<file path="config.mk">
export PLATFORM = sky130hd
export DESIGN_NAME = xml_entity_unescape
export DESIGN_NICKNAME = d
export VERILOG_FILES = /design/src/rtl/core/xeu_pkg.sv /design/src/rtl/core/xml_entity_unescape.sv /design/src/rtl/core/xeu_front.sv /design/src/rtl/core/xeu_queue.sv /design/src/rtl/core/xeu_back.sv
export SDC_FILE = /design/constraint.sdc
export NUM_CORES = 1
export LEC_CHECK = 0
export BUFFER_PORTS_ARGS = -buffer_cell sky130_fd_sc_hd__buf_2
export CORE_MARGIN = 5
export CORE_UTILIZATION = 39
export DETAILED_ROUTE_END_ITERATION = 8
export PLACE_DENSITY = 0.53
export SETUP_SLACK_MARGIN = 0.5
export SLEW_MARGIN = 20
export SYNTH_ARGS = -nofsm -noshare
export SYNTH_HDL_FRONTEND = slang
export SYNTH_HIERARCHICAL = 1
export SYNTH_SLANG_ARGS = --single-unit
export TNS_END_PERCENT = 1
</file>
<file path="constraint.sdc">
create_clock -name i_clk -period 10.8 [get_ports i_clk]
set_input_delay 0.54 -clock i_clk [delete_from_list [all_inputs] [get_ports i_clk]]
set_output_delay 0.54 -clock i_clk [all_outputs]
set_load 0.05 [all_outputs]
</file>
<file path="src/rtl/core/xeu_pkg.sv">
package xeu_pkg;

    localparam int NUM_ENT  = 6;
    localparam int HOLD_MAX = 4;
    localparam int NBSP_IDX = 5;
    localparam int MAX_OUT  = 6;
    localparam int Q_DEPTH  = 4;

    localparam logic [7:0] CH_AMP    = 8'h26;
    localparam logic [7:0] CH_QUOT   = 8'h22;
    localparam logic [7:0] CH_APOS   = 8'h27;
    localparam logic [7:0] CH_LT     = 8'h3C;
    localparam logic [7:0] CH_GT     = 8'h3E;
    localparam logic [7:0] CH_SEMI   = 8'h3B;
    localparam logic [7:0] NBSP_LEAD = 8'hC2;
    localparam logic [7:0] NBSP_CHAR = 8'hA0;

    // candidate masks loaded when '&' opens an entity
    localparam logic [NUM_ENT-1:0] CAND_ALL     = 6'h3F;
    localparam logic [NUM_ENT-1:0] CAND_NO_NBSP = 6'h1F;

    typedef struct packed {
        logic [7:0] in_byte;
        logic       in_last;
    } t_in_word;

    typedef struct packed {
        logic [7:0] out_byte;
        logic       out_last;
    } t_out_word;

    // one front-end word: the bytes a single input word expands to
    typedef struct packed {
        logic [2:0]             cnt;
        logic [MAX_OUT-1:0][7:0] bytes;
        logic                   last;
    } t_cmd;

    // entity text after the '&', lower case; zero past the end
    function automatic logic [7:0] ent_text(input logic [2:0] k, input logic [2:0] pos);
        logic [7:0] c;
        c = 8'h00;
        case (k)
            3'd0: case (pos)
                3'd0: c = "a"; 3'd1: c = "m"; 3'd2: c = "p"; 3'd3: c = CH_SEMI;
                default: c = 8'h00;
            endcase
            3'd1: case (pos)
                3'd0: c = "q"; 3'd1: c = "u"; 3'd2: c = "o"; 3'd3: c = "t";
                3'd4: c = CH_SEMI;
                default: c = 8'h00;
            endcase
            3'd2: case (pos)
                3'd0: c = "a"; 3'd1: c = "p"; 3'd2: c = "o"; 3'd3: c = "s";
                3'd4: c = CH_SEMI;
                default: c = 8'h00;
            endcase
            3'd3: case (pos)
                3'd0: c = "l"; 3'd1: c = "t"; 3'd2: c = CH_SEMI;
                default: c = 8'h00;
            endcase
            3'd4: case (pos)
                3'd0: c = "g"; 3'd1: c = "t"; 3'd2: c = CH_SEMI;
                default: c = 8'h00;
            endcase
            3'd5: case (pos)
                3'd0: c = "n"; 3'd1: c = "b"; 3'd2: c = "s"; 3'd3: c = "p";
                3'd4: c = CH_SEMI;
                default: c = 8'h00;
            endcase
            default: c = 8'h00;
        endcase
        return c;
    endfunction

    function automatic logic [2:0] ent_len(input logic [2:0] k);
        logic [2:0] n;
        case (k)
            3'd0:    n = 3'd4;
            3'd3:    n = 3'd3;
            3'd4:    n = 3'd3;
            default: n = 3'd5;
        endcase
        return n;
    endfunction

    function automatic logic [7:0] ent_char(input logic [2:0] k);
        logic [7:0] c;
        case (k)
            3'd0:    c = CH_AMP;
            3'd1:    c = CH_QUOT;
            3'd2:    c = CH_APOS;
            3'd3:    c = CH_LT;
            3'd4:    c = CH_GT;
            default: c = NBSP_CHAR;
        endcase
        return c;
    endfunction

    function automatic logic [7:0] to_lower(input logic [7:0] b);
        logic [7:0] r;
        r = b;
        if (b inside {["A":"Z"]}) r = b + 8'd32;
        return r;
    endfunction

endpackage

</file>
<file path="src/rtl/core/xml_entity_unescape.sv">
// The bytes of an input word pass through the queue and then the output register to o_data.
// Throughput: one input word per cycle while the queue is not full and each
// word yields at most one byte; a word that yields k bytes (flush up to 6) goes
// out byte by byte; the QUEUE_DEPTH-entry queue between front and back absorbs them.
// Reset (i_rst_n low, synchronous) empties the queue, drops any pending entity,
// clears o_valid and sets r_nbsp_en to 1.
module xml_entity_unescape
    import xeu_pkg::*;
#(
    parameter int QUEUE_DEPTH = Q_DEPTH
) (
    input  logic      i_clk,
    input  logic      i_rst_n,
    input  logic      i_cfg_we,
    input  logic      i_cfg_wdata,
    input  logic      i_valid,
    output logic      o_stall,
    input  t_in_word  i_data,
    output logic      o_valid,
    input  logic      i_stall,
    output t_out_word o_data
);

    logic full;
    logic empty;
    logic push;
    logic pop;
    t_cmd cmd;
    t_cmd head;

    xeu_front u_front (
        .i_clk       (i_clk),
        .i_rst_n     (i_rst_n),
        .i_cfg_we    (i_cfg_we),
        .i_cfg_wdata (i_cfg_wdata),
        .i_valid     (i_valid),
        .i_data      (i_data),
        .i_full      (full),
        .o_push      (push),
        .o_cmd       (cmd)
    );

    xeu_queue #(
        .DEPTH (QUEUE_DEPTH)
    ) u_queue (
        .i_clk   (i_clk),
        .i_rst_n (i_rst_n),
        .i_push  (push),
        .i_cmd   (cmd),
        .i_pop   (pop),
        .o_full  (full),
        .o_empty (empty),
        .o_head  (head)
    );

    xeu_back u_back (
        .i_clk   (i_clk),
        .i_rst_n (i_rst_n),
        .i_empty (empty),
        .i_head  (head),
        .o_pop   (pop),
        .o_valid (o_valid),
        .i_stall (i_stall),
        .o_data  (o_data)
    );

    assign o_stall = full;

endmodule

</file>
<file path="src/rtl/core/xeu_front.sv">
module xeu_front
    import xeu_pkg::*;
(
    input  logic     i_clk,
    input  logic     i_rst_n,
    input  logic     i_cfg_we,
    input  logic     i_cfg_wdata,
    input  logic     i_valid,
    input  t_in_word i_data,
    input  logic     i_full,
    output logic     o_push,
    output t_cmd     o_cmd
);

    logic                r_nbsp_en;
    logic                r_in_entity;
    logic [2:0]          r_held_cnt;
    logic [NUM_ENT-1:0]  r_cand;
    logic [7:0]          r_held [HOLD_MAX];

    logic                n_in_entity;
    logic [2:0]          n_held_cnt;
    logic [NUM_ENT-1:0]  n_cand;

    logic                accept;
    logic                hold_we;
    logic                do_fresh;
    logic [7:0]          lb;
    logic [NUM_ENT-1:0]  keep;
    logic                done_hit;
    logic [2:0]          done_idx;
    logic [2:0]          pos_b;
    t_cmd                cmd;

    assign accept = i_valid && !i_full;
    assign lb     = to_lower(i_data.in_byte);

    always_comb begin
        keep     = '0;
        done_hit = 1'b0;
        done_idx = '0;
        for (int k = 0; k < NUM_ENT; k++) begin
            if (r_cand[k] && r_held_cnt < ent_len(3'(k))
                && ent_text(3'(k), r_held_cnt) == lb) begin
                keep[k] = 1'b1;
                if (ent_len(3'(k)) == r_held_cnt + 3'd1) begin
                    done_hit = 1'b1;
                    done_idx = 3'(k);
                end
            end
        end
    end

    always_comb begin
        n_in_entity = r_in_entity;
        n_held_cnt  = r_held_cnt;
        n_cand      = r_cand;
        hold_we     = 1'b0;
        do_fresh    = 1'b0;
        cmd         = '0;
        cmd.last    = i_data.in_last;
        // current byte goes after '&' and the held bytes when flushing
        pos_b       = r_in_entity ? r_held_cnt + 3'd1 : 3'd0;
        if (accept) begin
            cmd.bytes[0]   = CH_AMP;
            cmd.bytes[4:1] = {r_held[3], r_held[2], r_held[1], r_held[0]};
            if (!r_in_entity) begin
                do_fresh = 1'b1;
            end else if (done_hit) begin
                if (done_idx == 3'(NBSP_IDX)) begin
                    cmd.bytes[0] = NBSP_LEAD;
                    cmd.bytes[1] = NBSP_CHAR;
                    cmd.cnt      = 3'd2;
                end else begin
                    cmd.bytes[0] = ent_char(done_idx);
                    cmd.cnt      = 3'd1;
                end
                n_in_entity = 1'b0;
                n_held_cnt  = '0;
                n_cand      = '0;
            end else if (|keep && r_held_cnt < 3'(HOLD_MAX)) begin
                hold_we    = 1'b1;
                n_held_cnt = r_held_cnt + 3'd1;
                n_cand     = keep;
                if (i_data.in_last) begin
                    cmd.bytes[pos_b] = i_data.in_byte;
                    cmd.cnt          = pos_b + 3'd1;
                end
            end else begin
                cmd.cnt     = r_held_cnt + 3'd1;
                n_in_entity = 1'b0;
                n_held_cnt  = '0;
                n_cand      = '0;
                do_fresh    = 1'b1;
            end

            if (do_fresh) begin
                if (i_data.in_byte == CH_AMP && !i_data.in_last) begin
                    n_in_entity = 1'b1;
                    n_held_cnt  = '0;
                    n_cand      = r_nbsp_en ? CAND_ALL : CAND_NO_NBSP;
                end else begin
                    cmd.bytes[pos_b] = i_data.in_byte;
                    cmd.cnt          = pos_b + 3'd1;
                end
            end

            if (i_data.in_last) begin
                n_in_entity = 1'b0;
                n_held_cnt  = '0;
                n_cand      = '0;
            end
        end
    end

    always_ff @(posedge i_clk) begin
        if (!i_rst_n) begin
            r_nbsp_en   <= 1'b1;
            r_in_entity <= 1'b0;
            r_held_cnt  <= '0;
            r_cand      <= '0;
        end else begin
            if (i_cfg_we) r_nbsp_en <= i_cfg_wdata;
            r_in_entity <= n_in_entity;
            r_held_cnt  <= n_held_cnt;
            r_cand      <= n_cand;
        end
    end

    always_ff @(posedge i_clk) begin
        if (hold_we) r_held[r_held_cnt[1:0]] <= i_data.in_byte;
    end

    assign o_push = accept && (cmd.cnt != 3'd0);
    assign o_cmd  = cmd;

endmodule

</file>
<file path="src/rtl/core/xeu_queue.sv">
module xeu_queue
    import xeu_pkg::*;
#(
    parameter int DEPTH = Q_DEPTH
) (
    input  logic i_clk,
    input  logic i_rst_n,
    input  logic i_push,
    input  t_cmd i_cmd,
    input  logic i_pop,
    output logic o_full,
    output logic o_empty,
    output t_cmd o_head
);

    localparam int PW = (DEPTH > 1) ? $clog2(DEPTH) : 1;
    localparam int CW = $clog2(DEPTH + 1);

    t_cmd          r_mem [DEPTH];
    logic [PW-1:0] r_wr;
    logic [PW-1:0] r_rd;
    logic [CW-1:0] r_cnt;

    function automatic logic [PW-1:0] ptr_inc(input logic [PW-1:0] p);
        return (p == PW'(DEPTH - 1)) ? '0 : p + PW'(1);
    endfunction

    assign o_full  = (r_cnt == CW'(DEPTH));
    assign o_empty = (r_cnt == '0);
    assign o_head  = r_mem[r_rd];

    always_ff @(posedge i_clk) begin
        if (!i_rst_n) begin
            r_wr  <= '0;
            r_rd  <= '0;
            r_cnt <= '0;
        end else begin
            if (i_push) r_wr <= ptr_inc(r_wr);
            if (i_pop)  r_rd <= ptr_inc(r_rd);
            case ({i_push, i_pop})
                2'b10:   r_cnt <= r_cnt + CW'(1);
                2'b01:   r_cnt <= r_cnt - CW'(1);
                default: r_cnt <= r_cnt;
            endcase
        end
    end

    always_ff @(posedge i_clk) begin
        if (i_push) r_mem[r_wr] <= i_cmd;
    end

endmodule

</file>
<file path="src/rtl/core/xeu_back.sv">
module xeu_back
    import xeu_pkg::*;
(
    input  logic      i_clk,
    input  logic      i_rst_n,
    input  logic      i_empty,
    input  t_cmd      i_head,
    output logic      o_pop,
    output logic      o_valid,
    input  logic      i_stall,
    output t_out_word o_data
);

    logic       r_valid;
    t_out_word  r_data;
    logic [2:0] r_idx;
    logic       load;
    logic       tail;

    assign load  = !r_valid || !i_stall;
    assign tail  = (r_idx == i_head.cnt - 3'd1);
    assign o_pop = load && !i_empty && tail;

    always_ff @(posedge i_clk) begin
        if (!i_rst_n) begin
            r_valid <= 1'b0;
            r_idx   <= '0;
        end else if (load) begin
            r_valid <= !i_empty;
            if (!i_empty) r_idx <= tail ? 3'd0 : r_idx + 3'd1;
        end
    end

    always_ff @(posedge i_clk) begin
        if (load && !i_empty) begin
            r_data.out_byte <= i_head.bytes[r_idx];
            r_data.out_last <= i_head.last && tail;
        end
    end

    assign o_valid = r_valid;
    assign o_data  = r_data;

endmodule

</file>
==> results of run 1 <==
critical path, delay by kind of cell, from the launching register on:
| family | cells | cell delay, ns |
|---|---|---|
| AOI/OAI and AO/OA | 5 | 1.56 |
| buffers and inverters | 3 | 0.47 |
| DFF | 1 | 0.68 |
| muxes | 1 | 0.41 |
| adders and majority gates | 3 | 1.06 |
| xor gates and xnor gates | 1 | 0.15 |
| and+or+nand+nor | 5 | 1.56 |
kinds of logic after synthesis:
family                   after synthesis  synth area share
AND/OR/NAND/NOR                      226            0.0934
buffers and inverters                 81            0.0339
flip-flops                           273             0.624
adder cells (fa/ha/maj)               17            0.0173
XOR/XNOR                              26            0.0190
multiplexers                          92             0.134
AO/OA/AOI/OAI                        136            0.0787
power breakdown:
group | switching [W] | leakage [nW] | internal, W | total, W
clock | 0.000390 | 0.441 | 0.000547 | 0.000937
sequential | 0.0000376 | 2.54 | 0.00125 | 0.00129
combinational | 0.000276 | 1.69 | 0.000169 | 0.000445
total | 0.000704 | 4.67 | 0.00196 | 0.00267
state kept, by name (all words and copies together) (netlist names), named ones only:
register             flops
u_queue/r_cnt            3
u_front/r_in_entity      1
u_back/o_valid           1
u_front/r_cand           6
u_front/r_held_cnt       3
u_queue/r_rd             2
u_front/r_nbsp_en        1
u_front/r_held          32
u_back/o_data            9
u_back/r_idx             3
u_queue/r_wr             2
u_queue/r_mem          208
stage by stage:
| stage | hold slack (ns) | cell area, um2 | worst slack (ns) | power (W) |
|---|---|---|---|---|
| finish | 0.215 | 14100 | 4.84 | 0.00267 |
| global route | 0.193 | 14100 | 4.49 | 0.00278 |
| detailed placement | 0.470 | 13200 | 4.87 | 0.00177 |
| floorplan | 0.441 | 12800 | 5.41 | 0.00165 |
| global placement | 0.470 | 13200 | 5.08 | 0.00176 |
| CTS | 0.178 | 14100 | 4.86 | 0.00271 |
worst max path at each step:
stage / start / to / slack (ns) / cells after the start
6_report: u_front/r_held_cnt[0] / u_queue/r_cnt[2] / 4.84 / 18
3_3_place_gp: u_front/r_held_cnt[0] / u_queue/r_cnt[2] / 5.08 / 18
3_5_place_dp: u_front/r_held_cnt[0] / u_queue/r_cnt[2] / 4.87 / 18
5_1_grt: u_front/r_held_cnt[0] / u_queue/r_cnt[2] / 4.49 / 18
4_1_cts: u_front/r_held_cnt[0] / u_queue/r_cnt[2] / 4.86 / 18
2_1_floorplan: u_front/r_held_cnt[0] / u_queue/r_mem[0][0] / 5.41 / 13
final cells by class:
type | instances | area [um2]
fill | 2986 | 18300
tap | 442 | 553
multi-input combinational | 497 | 4370
clock inverter | 16 | 100
timing repair buffer | 36 | 208
inverter | 28 | 105
sequential | 273 | 7960
clock buffer | 40 | 810
routing by layer:
layer / share of wire / vias up / global-route usage / wire [um]
met5: 0 / - / 0 / 0
met1: 0.45 / 3723 / 0.222 / 13200
li1: - / 3368 / - / -
met2: 0.50 / 174 / 0.277 / 14700
met4: 0.018 / 0 / 0.0376 / 543
met3: 0.037 / 43 / 0.0198 / 1100
synthesized netlist by cell type (3+ instances only):
library cell  count  area, um2
edfxtp_1        249       7480
nor2_1           55        206
mux4_2           52       1170
nand2_1          44        165
mux2i_1          30        300
clkbuf_1         29        109
o21ai_0          29        145
inv_1            28        105
dfxtp_1          24        480
a21oi_1          23        115
and2_1           19        119
nand3_1          18       90.1
xnor2_1          18        158
nor3_1           17       85.1
ha_1             16        200
and3_1           11       68.8
nand4_1          11       68.8
buf_2            10       50.1
nor2b_1          10       62.6
o22ai_1          10       62.6
a31oi_1           9       56.3
a211oi_1          8       60.1
mux4_1            8        210
or3_1             8       50.1
xor2_1            7       61.3
nand3b_1          6       45.0
buf_12            5        100
buf_4             5       37.5
o211ai_1          5       37.5
o21ai_1           5       25.0
o31ai_1           5       37.5
nand2b_1          4       25.0
nor3b_1           4       30.0
o32ai_1           4       35.0
a31o_2            3       26.3
o21a_1            3       22.5
o21bai_1          3       22.5
==> impl_metrics.toml, run 1 <==
[run_status]
outcome = "complete, no violations"

[clock_tree]
clkTransAtPathRegs_ns = 0.06
postCtsSetupBuffers = 0
clockBufferDepth = 3
cts_buffers = 30
cts_tree = "yes"
cts_num_sinks = 273
htree_levels = 1
ctsResizeCount = 0
clockRootBuffer = "clkbuf_16"
holdBufCountCts = 0
clk_latency_ns = 0.54

[routing]
wl_mm = 29.5
route.detailed.drc = 0
drt-initial-drc-count = 541
avgViaCountPerCell = 5.49
vias = 7308
drtAntennaViolNets = 0
dr.pass1.iters = 5
wl_per_cell_um = 22.1

[logic_synthesis]
avgSynthCellArea_um2 = 15.0
syn-num-nets = 883
async_flop_share = 0
yosysWarnings = 6
synth_cell_types = 83
synth.ff_latch_count = 273
synth_edf_count = 249
synth_ff_type = "edfxtp_1"
seq_area_frac_synth = 0.624
syn_inst = 851
syn_area_um2 = 12800

[placed_design]
dp_cells = 1276
hpwl_mm = 18.1
place_congestion = 0.874
portBuffers = 25

[die]
die_w_um = 191
pin_count = 26
die_area_um2 = 36400
dieHeight_um = 191
rows = 66
core_area_um2 = 32400
initial_core_util = 0.394

[final_layout]
area_delta_synth_final_pct = 10.6
final_common_cell = "edfxtp_1"
final_cell_mix = "edfxtp_1 (249), nor2_1 (55), mux4_2 (52)"
utilization = 0.436
fin_nets = 898
drive_gt1_frac = 0.184
n_antenna_cell = 0
final_cells = 1332

[critical_path]
critical_path_class = "reg2reg"
crit_path_end_kind = "flip-flop"
r2r_cells = 18
worstPathArrival_ns = 6.43
r2r_slack_ns = 4.84
reg2reg_to = "u_queue/r_cnt[2]"
slowest_delay_ns = 0.68
r2r_start = "u_front/r_held_cnt[0]"
cp_slowest_cell = "dfxtp_1"
crit_chain = "inv_1 > ha_1 > or3_4 > and2_1 > or3_1 > a2111oi_4 > nand2_2 > a31oi_1 > mux2_2 > a2111oi_4 > o211ai_1 > inv_1 > ha_1 > inv_1 > fa_1 > xor2_1 > or3_1 > a21boi_0"
start_kind = "flip-flop"
critical_path.max_fanout = 16
critPathRequiredTime_ns = 11.27
crit_top_cell = "inv_1"

[sta]
final-setup-viol-count = 0
maxSlewHeadroom = 0.287
fin_crit_ns = 5.96
hold_viol = 0
post-route-period-util = 0.552
finClkSkew_ns = 0.0232
rsz0062_at_grt = "no"
max_freq_mhz = 168
fin_setup_tns_ns = 0
worst_pin_slew_ns = 1.06
slew_viol_final = 0

[global_route]
antenna_found_initial = 0
grt_pass1_wl_mm = 45.2
gr-usage-all-layers = 0.162
grt_pass1_vias = 7447
grt_overflow = 0
grt_start_max_net_pins = 53

[min_path]
hold_path_startpoint = "i_cfg_wdata"
hold_path.class = "in2reg"
worstHoldPathCells = 3
whs_endpoint = "u_front/r_nbsp_en"

[flow_run]
maxCapViolations = 0

[pwr]
leakagePower_nw = 4.67
ir_drop_mv = 0.132
p_per_area_nw_per_um2 = 189
No activity file was read; power rests on OpenSTA's default activity.
==> inputs of run 2 (changes only) <==
Settings changed: ABC_AREA set to 1, PLACE_DENSITY 0.53 to 0.55.
Clock period 10.8 ns to 5.3 ns, I/O delays scaled along.
==> impl_metrics.toml, run 2 <==
[run_status]
outcome = "complete, no violations"

[routing]
drtAntennaViolNets = 0
route.met3.wl_mm = 1.98
wl_met1_mm = 15.6
routed.top_layer = "met4"
dr.pass1.iters = 5
vias = 9727
avgViaCountPerCell = 5.32
drt-initial-drc-count = 661
wl_met2_mm = 16.4
route.detailed.drc = 0
wl_mm = 34.9
wl_per_cell_um = 19.1

[logic_synthesis]
syn_inst = 1352
syn-num-nets = 1384
syn_area_um2 = 13300
yosysWarnings = 6
seq_area_frac_synth = 0.598
avgSynthCellArea_um2 = 9.84
synth_cell_types = 45
synth.most_common_cell = "edfxtp_1"
synth_top_area_share = 0.562
synth_ff_type = "edfxtp_1"
synth.ff_latch_count = 273
async_flop_share = 0
yosys.area.top_type = "edfxtp_1"
synth_edf_count = 249
synth_top_cells_by_area = "edfxtp_1 (56%), nand2_1 (6.1%), nor2_1 (6.0%)"
ys_top_cells_by_count = "edfxtp_1 (249), nand2_1 (217), nor2_1 (212), o21ai_0 (139), inv_1 (89)"

[sta]
max_freq_mhz = 230
worst_pin_slew_ns = 0.966
maxSlewHeadroom = 0.354
slew_viol_final = 0
fin_crit_ns = 4.36
rsz0062_at_grt = "no"
fin_setup_tns_ns = 0
post-route-period-util = 0.822
hold_viol = 0
final-setup-viol-count = 0
finClkSkew_ns = 0.0264

[die]
dieHeight_um = 195
pin_count = 26
core_area_um2 = 33600
rows = 67
initial_core_util = 0.396
die_area_um2 = 37900
die_w_um = 195

[critical_path]
worstPathArrival_ns = 4.79
cp_slowest_cell = "nor3_2"
start_kind = "flip-flop"
r2r_start = "u_front/r_held_cnt[0]"
slowest_delay_ns = 0.40
critical_path.max_fanout = 13
critical_path_class = "reg2reg"
crit_path_end_kind = "flip-flop"
critPathRequiredTime_ns = 5.74
crit_path_start = "u_front/r_held_cnt[0]"
crit_top_cell = "nand2_1"

[final_layout]
largest_register_ffs = 208
nFillCells = 3219
drive_gt1_frac = 0.107
register_area_um2 = 7970
area_delta_synth_final_pct = 10.7
regMostFlops = "u_queue/r_mem"
final_common_cell = "edfxtp_1"
multi_input_area_um2 = 4540
fin_nets = 1392
final_cell_mix = "edfxtp_1 (249), nand2_1 (217), nor2_1 (211)"
n_antenna_cell = 0
final_cells = 1830

[global_route]
grt_overflow = 0
grt_pass1_vias = 9512
grt_pass1_wl_mm = 54.6
gr-usage-all-layers = 0.180
antenna_found_initial = 0
grt_start_max_net_pins = 63

[clock_tree]
cts_tree = "yes"
cts_buffers = 29
cts_num_sinks = 273
clockBufferDepth = 3
htree_levels = 1
clockRootBuffer = "clkbuf_16"
clkTransAtPathRegs_ns = 0.06
clk_latency_ns = 0.56

[pwr]
leakagePower_nw = 5.66
ir_drop_mv = 0.243
p_per_area_nw_per_um2 = 445

[placed_design]
place_congestion = 0.936
hpwl_mm = 22.7
dp_cells = 1774
portBuffers = 25

[flow_run]
maxCapViolations = 0

[min_path]
hold_path.class = "in2reg"
hold_path_startpoint = "i_rst_n"
run 2: changes by cell type after synthesis, moves of 18 or more:
cell,before,now
mux4_2,52,0
inv_1,28,89
a21oi_1,23,63
nand3_1,18,57
nand2_1,44,217
mux2i_1,30,0
o22ai_1,10,64
and2_1,19,0
nand3b_1,6,24
nor2_1,55,212
o21ai_0,29,139
run 2: timing repair:
action                     in CTS  in global routing
setup buffers                   0                  0
hold buffers                    3                  0
resized for setup               0                  6
hold endpoints to repair        2                  0
setup endpoints to repair       0                 62
run 2: logic make-up after synthesis:
group / synth area share
adders and majority gates: 0.0166
xor gates and xnor gates: 0.00922
DFF: 0.598
buffers and inverters: 0.0620
AOI/OAI and AO/OA: 0.122
and+or+nand+nor: 0.192
run 2: layout make-up:
type	count	area share
inverters	104	0.0278
flip-flops and latches	273	0.541
clock buffers	34	0.0512
clock inverters	19	0.0111
well taps	448	0.0381
repair buffers	45	0.0226
multi-input cells	907	0.308
run 2: worst max-delay path: cells and delay by family, from the launching register on:
family | cells | cell delay (ns)
AND/OR/NAND/NOR | 22 | 2.38
flip-flops | 1 | 0.39
adder cells (fa/ha/maj) | 3 | 0.85
buffers and inverters | 6 | 0.61
run 2: path summary, 6_finish.rpt:
path                            to  slack, ns  depth (start not counted)
setup / recovery  u_queue/r_cnt[2]       0.94                         31
hold / removal    u_queue/r_cnt[2]       0.06                          3
setup reg to reg  u_queue/r_cnt[2]       0.94                         31
hold reg to reg     u_back/o_valid       0.49                          2
run 2: per-layer routing:
layer	GRT usage	vias up
li1	-	4730
met1	0.252	4640
met2	0.298	294
met3	0.0206	63
met4	0.0521	0
met5	0	-
run 2: where the power goes:
group	internal, W	switching, W	total (W)
clock	0.00112	0.000827	0.00194
combinational	0.000508	0.00133	0.00184
sequential	0.00262	0.000142	0.00277
total	0.00425	0.00230	0.00655
run 2: stage by stage:
step | utilization | hold WS (ns) | instance area [um2] | worst slack [ns] | total power (W)
6_report | 0.438 | 0.0565 | 14700 | 0.943 | 0.00655
4_1_cts | 0.438 | 0.0340 | 14700 | 0.669 | 0.00662
2_1_floorplan | - | 0.364 | 13300 | 0.990 | 0.00415
3_3_place_gp | 0.409 | 0.467 | 13800 | 0.779 | 0.00466
3_5_place_dp | 0.409 | 0.471 | 13800 | 0.698 | 0.00466
5_1_grt | 0.438 | 0.0648 | 14700 | 0.510 | 0.00695
==> inputs of run 3 (changes only) <==
Settings changed: ABC_AREA 1 to 0.
Clock period 5.3 ns to 3.65 ns, I/O delays scaled along.
==> impl_metrics.toml, run 3 (synthesis gave the netlist of run 1 again) <==
[critical_path]
worstPathArrival_ns = 4.96
reg2reg_to = "u_queue/r_cnt[2]"
crit_path_end_kind = "flip-flop"
r2r_slack_ns = -0.84
cp_slowest_cell = "or3_4"
r2r_cells = 18
critical_path_class = "reg2reg"
r2r_start = "u_front/r_held_cnt[0]"
slowest_delay_ns = 0.41
critical_path.max_fanout = 5
critPathRequiredTime_ns = 4.12
crit_chain = "clkinvlp_4 > ha_4 > or3_4 > and2_4 > or3_4 > a2111oi_4 > nand2_2 > a31oi_4 > mux2_4 > a2111oi_4 > o211ai_1 > inv_1 > ha_4 > inv_2 > fa_2 > xor2_1 > or3_1 > a21boi_1"
start_kind = "flip-flop"

[final_layout]
final_cells = 1471
utilization = 0.494
fin_nets = 1039
regMostFlops = "u_queue/r_mem"
area_delta_synth_final_pct = 25.3
n_antenna_cell = 0
final_cell_mix = "edfxtp_1 (249), buf_4 (115), mux4_2 (52)"
drive_gt1_frac = 0.356
final_common_cell = "edfxtp_1"
largest_register_ffs = 208

[die]
rows = 66
initial_core_util = 0.394
die_w_um = 191
die_area_um2 = 36400
core_area_um2 = 32400
pin_count = 26
dieHeight_um = 191

[sta]
hold_viol = 0
fin_ws_ns = -0.840
maxSlewHeadroom = 0.544
finClkSkew_ns = 0.00802
rsz0062_at_grt = "yes"
worst_pin_slew_ns = 0.684
max_freq_mhz = 223
fin_crit_ns = 4.49
slew_viol_final = 0
post-route-period-util = 1.23
final-setup-viol-count = 241

[global_route]
gr-usage-all-layers = 0.173
antenna_found_initial = 0
grt_start_max_net_pins = 33
grt_pass1_wl_mm = 49.1
grt_pass1_vias = 8322
grt_overflow = 0

[clock_tree]
clk_latency_ns = 0.54
clockRootBuffer = "clkbuf_16"
cts_num_sinks = 273
htree_levels = 1
clkTransAtPathRegs_ns = 0.06
cts_buffers = 29
cts_tree = "yes"
clockBufferDepth = 3

[min_path]
whs_endpoint = "u_front/r_held_cnt[0]"
hold_path_startpoint = "i_rst_n"
worstHoldPathCells = 3
hold_path.class = "in2reg"

[routing]
route.detailed.drc = 0
wl_per_cell_um = 21.3
dr.pass1.iters = 8
wl_mm = 31.4
drt-initial-drc-count = 516
drtAntennaViolNets = 0
vias = 7916
avgViaCountPerCell = 5.38

[placed_design]
hpwl_mm = 21.0
place_congestion = 0.898
dp_cells = 1404
portBuffers = 25

[pwr]
p_total_w = 0.00815
p_per_area_nw_per_um2 = 510
ir_drop_mv = 0.306
leakagePower_nw = 5.49

[run_status]
outcome = "finished with violations"
violations = "setup timing"

[flow_run]
maxCapViolations = 0
## run 3: layout make-up
type | count | area (um2)
well taps | 442 | 553
clock buffers | 33 | 741
clock inverters | 20 | 179
multi-input cells | 497 | 4810
repair buffers | 178 | 1610
flip-flops and latches | 273 | 7970
fillers | 2800 | 16400
inverters | 28 | 111
## run 3: how the worst max path moves through the flow
stage / cells past startpoint / end / slack, ns / start
finish: 18 / u_queue/r_cnt[2] / -0.84 / u_front/r_held_cnt[0]
global route: 18 / u_queue/r_cnt[2] / -0.99 / u_front/r_held_cnt[0]
CTS: 18 / u_queue/r_cnt[2] / -0.85 / u_front/r_held_cnt[0]
global placement: 18 / u_queue/r_cnt[2] / -0.80 / u_front/r_held_cnt[0]
floorplan: 19 / u_queue/r_cnt[2] / -0.93 / u_front/r_held_cnt[0]
detailed placement: 18 / u_queue/r_cnt[2] / -0.86 / u_front/r_held_cnt[0]
## run 3: stage by stage
stage	hold slack [ns]	area (um2)	TNS, ns	setup WS, ns
after CTS	0.0132	15900	-85.06	-0.848
final	0.0335	16000	-88.13	-0.840
after floorplan	0.244	12800	-164.29	-0.934
after global routing	0.0538	16000	-116.20	-0.990
after detailed placement	0.407	14400	-105.50	-0.856
after global placement	0.396	14400	-92.15	-0.798
## run 3: report_power, final
group | leakage [nW] | switching, W | internal [W] | total [W]
Sequential | 2.50 | 0.0000691 | 0.00369 | 0.00376
Combinational | 2.54 | 0.000920 | 0.000639 | 0.00156
Clock | 0.444 | 0.00117 | 0.00166 | 0.00283
Total | 5.49 | 0.00216 | 0.00599 | 0.00815
## run 3: critical path: cells and delay by family, from the launching register on
family / cells / cell delay, ns
AOI/OAI and AO/OA: 5 / 1.26
DFF: 1 / 0.36
adders and majority gates: 3 / 0.65
buffers and inverters: 3 / 0.31
and+or+nand+nor: 5 / 1.36
muxes: 1 / 0.33
xor gates and xnor gates: 1 / 0.15
## run 3: routing by layer
layer / share of wire / track usage / vias to the layer above / wire [um]
li1: - / - / 3646 / -
met1: 0.45 / 0.239 / 4016 / 14000
met2: 0.49 / 0.294 / 211 / 15400
met3: 0.043 / 0.0231 / 43 / 1340
met4: 0.021 / 0.0434 / 0 / 657
met5: 0 / 0 / - / 0
## run 3: repair_timing
action	4_1_cts	5_1_grt
pin swaps	21	12
setup buffers	5	3
setup endpoints to repair	457	459
gates resized for setup	91	19
endpoints found under the hold margin	2	0
cloned	2	0
hold buffers	4	0
